$ cat src/design/wdg_pkg.sv
// Shared constants, codes and types of the damped wave grid block.
`timescale 1ns / 1ps
package wdg_pkg;

  localparam int GRID_SIZE = 64;
  localparam int IDX_W     = $clog2(GRID_SIZE);
  localparam int ADDR_W    = 2 * IDX_W;
  localparam int DATA_W    = 32;
  localparam int REG_W     = 17;
  localparam int CFG_IDX_W = 2;

  localparam logic [REG_W-1:0] GAIN_RESET = 17'd26542;
  localparam logic [REG_W-1:0] DAMP_RESET = 17'd63898;

  localparam logic [CFG_IDX_W-1:0] REG_GAIN = 2'd0;
  localparam logic [CFG_IDX_W-1:0] REG_DAMP = 2'd1;

  localparam logic [1:0] ACT_WRITE = 2'd0;
  localparam logic [1:0] ACT_ADD   = 2'd1;
  localparam logic [1:0] ACT_STEP  = 2'd2;
  localparam logic [1:0] ACT_READ  = 2'd3;

  // Datapath operations issued by the controller
  localparam int OP_W = 4;
  localparam logic [OP_W-1:0] OP_IDLE  = 4'd0;
  localparam logic [OP_W-1:0] OP_CLEAR = 4'd1;
  localparam logic [OP_W-1:0] OP_LOAD  = 4'd2;
  localparam logic [OP_W-1:0] OP_RD    = 4'd3;
  localparam logic [OP_W-1:0] OP_EXEC  = 4'd4;
  localparam logic [OP_W-1:0] OP_C     = 4'd5;
  localparam logic [OP_W-1:0] OP_N     = 4'd6;
  localparam logic [OP_W-1:0] OP_S     = 4'd7;
  localparam logic [OP_W-1:0] OP_WEST  = 4'd8;
  localparam logic [OP_W-1:0] OP_EAST  = 4'd9;
  localparam logic [OP_W-1:0] OP_LAP   = 4'd10;
  localparam logic [OP_W-1:0] OP_MUL1  = 4'd11;
  localparam logic [OP_W-1:0] OP_SUM   = 4'd12;
  localparam logic [OP_W-1:0] OP_MUL2  = 4'd13;
  localparam logic [OP_W-1:0] OP_WB    = 4'd14;
  localparam logic [OP_W-1:0] OP_FLIP  = 4'd15;

  typedef struct packed {
    logic [OP_W-1:0]   op;
    logic [ADDR_W-1:0] addr;
    logic              out_ld;
  } wdg_cmd_t;

endpackage

$ cat src/design/wdg_ctrl.sv
// Controller: clearing pass, request sequencing and the per-cell step sweep.
`timescale 1ns / 1ps
module wdg_ctrl (
  input  logic                          clk,
  input  logic                          rst_n,
  input  logic                          in_valid,
  input  logic [1:0]                    in_action,
  output logic                          in_ready,
  input  logic                          out_ready,
  output logic                          out_valid,
  output wdg_pkg::wdg_cmd_t             cmd
);

  localparam logic [3:0] ST_CLR  = 4'd0;
  localparam logic [3:0] ST_IDLE = 4'd1;
  localparam logic [3:0] ST_RD   = 4'd2;
  localparam logic [3:0] ST_EXEC = 4'd3;
  localparam logic [3:0] ST_OUT  = 4'd4;
  localparam logic [3:0] ST_C    = 4'd5;
  localparam logic [3:0] ST_N    = 4'd6;
  localparam logic [3:0] ST_S    = 4'd7;
  localparam logic [3:0] ST_W    = 4'd8;
  localparam logic [3:0] ST_E    = 4'd9;
  localparam logic [3:0] ST_LAP  = 4'd10;
  localparam logic [3:0] ST_MUL1 = 4'd11;
  localparam logic [3:0] ST_SUM  = 4'd12;
  localparam logic [3:0] ST_MUL2 = 4'd13;
  localparam logic [3:0] ST_WB   = 4'd14;
  localparam logic [3:0] ST_FLIP = 4'd15;

  localparam logic [wdg_pkg::IDX_W-1:0] LAST_IDX = wdg_pkg::IDX_W'(wdg_pkg::GRID_SIZE - 1);

  logic [3:0]                state_r, state_nxt;
  logic [wdg_pkg::IDX_W-1:0] i_r, i_nxt, j_r, j_nxt;
  logic                      out_valid_r, out_valid_nxt;
  logic [wdg_pkg::IDX_W-1:0] up, dn, lf, rt;
  logic                      last;

  // torus neighbors
  assign up   = (i_r == '0) ? LAST_IDX : i_r - 1'b1;
  assign dn   = (i_r == LAST_IDX) ? '0 : i_r + 1'b1;
  assign lf   = (j_r == '0) ? LAST_IDX : j_r - 1'b1;
  assign rt   = (j_r == LAST_IDX) ? '0 : j_r + 1'b1;
  assign last = (i_r == LAST_IDX) && (j_r == LAST_IDX);

  always_comb begin
    state_nxt     = state_r;
    i_nxt         = i_r;
    j_nxt         = j_r;
    out_valid_nxt = out_valid_r && !out_ready;
    in_ready      = 1'b0;
    cmd.op        = wdg_pkg::OP_IDLE;
    cmd.addr      = {i_r, j_r};
    cmd.out_ld    = 1'b0;
    case (state_r)
      ST_CLR: begin
        cmd.op = wdg_pkg::OP_CLEAR;
        j_nxt  = rt;
        if (j_r == LAST_IDX) i_nxt = dn;
        if (last) state_nxt = ST_IDLE;
      end
      ST_IDLE: begin
        in_ready = 1'b1;
        if (in_valid) begin
          cmd.op = wdg_pkg::OP_LOAD;
          if (in_action == wdg_pkg::ACT_STEP) begin
            i_nxt     = '0;
            j_nxt     = '0;
            state_nxt = ST_C;
          end else begin
            state_nxt = ST_RD;
          end
        end
      end
      ST_RD: begin
        cmd.op    = wdg_pkg::OP_RD;
        state_nxt = ST_EXEC;
      end
      ST_EXEC: begin
        cmd.op    = wdg_pkg::OP_EXEC;
        state_nxt = ST_OUT;
      end
      ST_OUT: begin
        if (!out_valid_r || out_ready) begin
          cmd.out_ld    = 1'b1;
          out_valid_nxt = 1'b1;
          state_nxt     = ST_IDLE;
        end
      end
      ST_C: begin
        cmd.op    = wdg_pkg::OP_C;
        state_nxt = ST_N;
      end
      ST_N: begin
        cmd.op    = wdg_pkg::OP_N;
        cmd.addr  = {up, j_r};
        state_nxt = ST_S;
      end
      ST_S: begin
        cmd.op    = wdg_pkg::OP_S;
        cmd.addr  = {dn, j_r};
        state_nxt = ST_W;
      end
      ST_W: begin
        cmd.op    = wdg_pkg::OP_WEST;
        cmd.addr  = {i_r, lf};
        state_nxt = ST_E;
      end
      ST_E: begin
        cmd.op    = wdg_pkg::OP_EAST;
        cmd.addr  = {i_r, rt};
        state_nxt = ST_LAP;
      end
      ST_LAP: begin
        cmd.op    = wdg_pkg::OP_LAP;
        state_nxt = ST_MUL1;
      end
      ST_MUL1: begin
        cmd.op    = wdg_pkg::OP_MUL1;
        state_nxt = ST_SUM;
      end
      ST_SUM: begin
        cmd.op    = wdg_pkg::OP_SUM;
        state_nxt = ST_MUL2;
      end
      ST_MUL2: begin
        cmd.op    = wdg_pkg::OP_MUL2;
        state_nxt = ST_WB;
      end
      ST_WB: begin
        cmd.op = wdg_pkg::OP_WB;
        j_nxt  = rt;
        if (j_r == LAST_IDX) i_nxt = dn;
        state_nxt = last ? ST_FLIP : ST_C;
      end
      ST_FLIP: begin
        cmd.op    = wdg_pkg::OP_FLIP;
        state_nxt = ST_OUT;
      end
      default: state_nxt = ST_CLR;
    endcase
  end

  always_ff @(posedge clk) begin
    if (!rst_n) begin
      state_r     <= ST_CLR;
      i_r         <= '0;
      j_r         <= '0;
      out_valid_r <= 1'b0;
    end else begin
      state_r     <= state_nxt;
      i_r         <= i_nxt;
      j_r         <= j_nxt;
      out_valid_r <= out_valid_nxt;
    end
  end

  assign out_valid = out_valid_r;

endmodule

$ cat config.mk
export PLATFORM = sky130hd
export DESIGN_NAME = wdg_ctrl
export DESIGN_NICKNAME = d
export VERILOG_FILES = /design/src/design/wdg_pkg.sv /design/src/design/wdg_ctrl.sv
export SDC_FILE = /design/constraint.sdc
export NUM_CORES = 1
export LEC_CHECK = 0
export ABC_AREA = 1
export BUFFER_PORTS_ARGS = -buffer_cell sky130_fd_sc_hd__clkbuf_2
export CAP_MARGIN = 20
export CELL_PAD_IN_SITES_DETAIL_PLACEMENT = 0
export CELL_PAD_IN_SITES_GLOBAL_PLACEMENT = 1
export CORE_ASPECT_RATIO = 1.25
export CORE_MARGIN = 5
export CORE_UTILIZATION = 36
export CTS_CLUSTER_SIZE = 28
export DETAILED_ROUTE_END_ITERATION = 6
export GPL_TIMING_DRIVEN = 1
export MAX_ROUTING_LAYER = met4
export PLACE_DENSITY_LB_ADDON = 0.1
export SLEW_MARGIN = 20
export SYNTH_ARGS = -nofsm -noshare
export SYNTH_HDL_FRONTEND = slang
export SYNTH_SLANG_ARGS = --single-unit
$ cat constraint.sdc
create_clock -name clk -period 1.2 [get_ports clk]
set_input_delay 0.12 -clock clk [delete_from_list [all_inputs] [get_ports clk]]
set_output_delay 0.12 -clock clk [all_outputs]
set_load 0.005 [all_outputs]
==> impl_metrics.env <==
export IMPL_p_leak_nw=1.34
export IMPL_switching_power_mw=0.351
export IMPL_post_route_util_pct=66.5
export IMPL_rsz0062_at_grt="yes"
export IMPL_clkTransAtPathRegs_ns=0.07
export IMPL_grt_pass1_vias=2051
export IMPL_synth_nets=284
export IMPL_ys_top_cells_by_area="dfxtp_1, nand2_1, nand3_1"
export IMPL_setup_viol=33
export IMPL_critical_path_n_buffers_inverters=2
export IMPL_insertion_delay_ns=0.25
export IMPL_final_common_cell="nand2_1"
export IMPL_cp_startpoint="i_r[0]"
export IMPL_synthesis_area_mm2=0.00168
export IMPL_maxCapViolCount=0
export IMPL_drtPass1Iterations=4
export IMPL_cpPeakStageDelay_ns=0.38
export IMPL_critPathRequiredTime_ns=1.08
export IMPL_cp_arrival_ns=1.45
export IMPL_maxSlewHeadroom_pct=67.0
export IMPL_area_growth_pct=76.4
export IMPL_crit_cells=7
export IMPL_ys_seq_area_share_pct=20.3
export IMPL_violations="setup timing"
export IMPL_remaining_drc_errors=0
export IMPL_final_setup_worst_slack_ns=-0.367
export IMPL_hold_viol=0
export IMPL_wl_per_cell_um=12.9
export IMPL_endpoint="cmd[9]"
export IMPL_syn_inst=273
export IMPL_initial_core_util_pct=37.7
export IMPL_port_buffers=24
export IMPL_min_period_over_period_pct=131
export IMPL_cts_tree="done"
export IMPL_dpl_instance_area_mm2=0.00227
export IMPL_num_antenna_cells=0
export IMPL_netSwitchingFraction_pct=27.4
export IMPL_nets=377
export IMPL_yosys_warnings=0
export IMPL_worst_pin_slew_ns=0.491
export IMPL_endpoint_kind="output pin"
export IMPL_p_clk_share_pct=34.2
export IMPL_antenna_found_initial=0
export IMPL_r2r_end="i_r[5]"
export IMPL_grt_usage_pct=18.3
export IMPL_synth_cell_type_count=35
export IMPL_worstPathMaxFanout=4
export IMPL_cts_hold_buf=0
export IMPL_ys_ff_latch=17
export IMPL_dpl_worst_slack_ns=-0.240
export IMPL_final_cell_area_mm2=0.00296
export IMPL_critPathTopFamily="simple AND/OR/NAND/NOR gates"
export IMPL_clock_fmax_mhz=638
export IMPL_skew_ns=0.000456
export IMPL_r2r_start="i_r[0]"
export IMPL_status="finished, violations left"
export IMPL_grt_overflow_total=0
export IMPL_hold_depth=4
export IMPL_seq_power_share_pct=45.0
export IMPL_cts_root_buffer="clkbuf_8"
export IMPL_cts_buffers=3
export IMPL_io_pins=25
export IMPL_internal_power_mw=0.929
export IMPL_first_iter_violations=75
export IMPL_place_congestion=0.865
export IMPL_die_w_um=71.1
export IMPL_comb_power_share_pct=20.8
export IMPL_die_area_mm2=0.00614
export IMPL_hold_path_class="in -> reg"
export IMPL_h_tree_depth=1
export IMPL_critPathLaunchType="register"
export IMPL_cts_max_path_buffers=2
export IMPL_viasPerCell=4.86
export IMPL_reg2reg_slack_ns=-0.33
export IMPL_period_minus_slack_ns=1.57
export IMPL_grt_first_pass_wirelength_um=9040
export IMPL_drive_above_1_share_pct=57.5
export IMPL_die_h_um=86.4
export IMPL_vdd_drop_max_mv=0.243
export IMPL_holdWs_ns=0.204
export IMPL_postRouteAntennaNets=0
export IMPL_ff2ff_path_depth=10
export IMPL_cts_sinks=17
export IMPL_final_cell_mix="nand2_1, buf_4, buf_6, nand3_1, inv_1"
export IMPL_vias=2054
export IMPL_fillers=405
export IMPL_power_mw=1.28
export IMPL_rows=27
export IMPL_wl_um=5470
export IMPL_crit_path_top_delay_cell="dfxtp_4"
export IMPL_slew_violations=0
export IMPL_power_density_mw_per_mm2=432
export IMPL_path_cells="inv_4 > ha_4 > or2_2 > nand3_1 > a22oi_2 > nand2_1 > clkbuf_2"
export IMPL_worstSetupPathType="reg -> out"
export IMPL_synth_top_cell_area_share_pct=20.3
export IMPL_syn_area_per_cell_um2=6.16
export IMPL_yosysTopAreaCell="dfxtp_1"
export IMPL_core_mm2=0.00446
export IMPL_grt_max_degree=13
export IMPL_dp_hpwl_um=3880
power by group through the flow:
stage          Combinational, mW  Clock, mW  Sequential [mW]
6_report                   0.266      0.438            0.576
5_1_grt                    0.294      0.476            0.577
4_1_cts                    0.241      0.451            0.581
3_5_place_dp               0.175          0            0.597
3_3_place_gp               0.173          0            0.596
2_1_floorplan             0.0968          0            0.595
cells by family (layout without fill, tap and decap cells):
kind of cell	count (synthesis)	count (layout)	share of synthesized area, %
DFF	17	17	20.3
xor gates and xnor gates	7	7	3.65
AOI/OAI and AO/OA	34	34	12.4
buffers and inverters	48	140	12.9
adders and majority gates	5	5	3.72
and+or+nand+nor	162	162	47.1
through the flow:
step	cells	setup TNS, ns
after global routing	423	-10.00
after CTS	419	-7.66
final	423	-7.38
after floorplan	273	-0.147
after global placement	399	-4.16
after detailed placement	399	-4.34
worst min-delay path by stage:
stage,start,to,slack [ns]
2_1_floorplan,rst_n,j_r[0],0.30
3_3_place_gp,out_ready,out_valid,0.45
3_5_place_dp,out_ready,out_valid,0.46
4_1_cts,in_valid,state_r[0],0.19
5_1_grt,out_ready,state_r[2],0.22
6_report,out_ready,out_valid,0.20
final cells by class:
cell class	instances	area (µm²)	area share [%]
Clock inverter	1	5.00	0.169
Multi-Input combinational cell	208	1510	50.9
Timing Repair Buffer	98	776	26.2
Clock buffer	3	41.3	1.39
Sequential cell	17	377	12.7
Tap cell	58	72.6	2.45
Inverter	38	184	6.21
sequential cells by signal, summed over array words and instances (netlist names):
signal and flops:
i_r 6, out_valid 1, j_r 6, state_r 4
cell usage after synthesis (all sizes together):
cell and n:
a211oi 1, a21oi 14, a22oi 2, a31oi 1, buf 7, clkbuf 3, clkinv 4, dfxtp 17
ha 5, inv 34, nand2 85, nand3 38, nand3b 2, nand4 4, nor2 30, nor3 2
o211ai 6, o21ai 9, o221ai 1, or2 1, xor2 7
layer usage:
metal | vias up | GRT usage [%] | share of wire, %
met3 | 9 | 1.04 | 2.0
met2 | 31 | 33.4 | 52
met5 | - | - | 0
met1 | 948 | 21.3 | 44
li1 | 1066 | - | -
met4 | 0 | 5.47 | 1.8
worst reg2reg max path: cells and delay by family, from the launching register on:
kind	cells	cell delay, ns
buffers and inverters	4	0.49
flip-flops	1	0.38
AO/OA/AOI/OAI	1	0.05
adder cells (fa/ha/maj)	1	0.19
AND/OR/NAND/NOR	4	0.30
what timing repair did:
action,CTS,global route
setup buffers,16,7
endpoints found under the setup margin,33,33
endpoints found under the hold margin,0,0
resized for setup,101,51
pin swaps,40,27
Note: power is estimated with default switching activity, not from simulation.
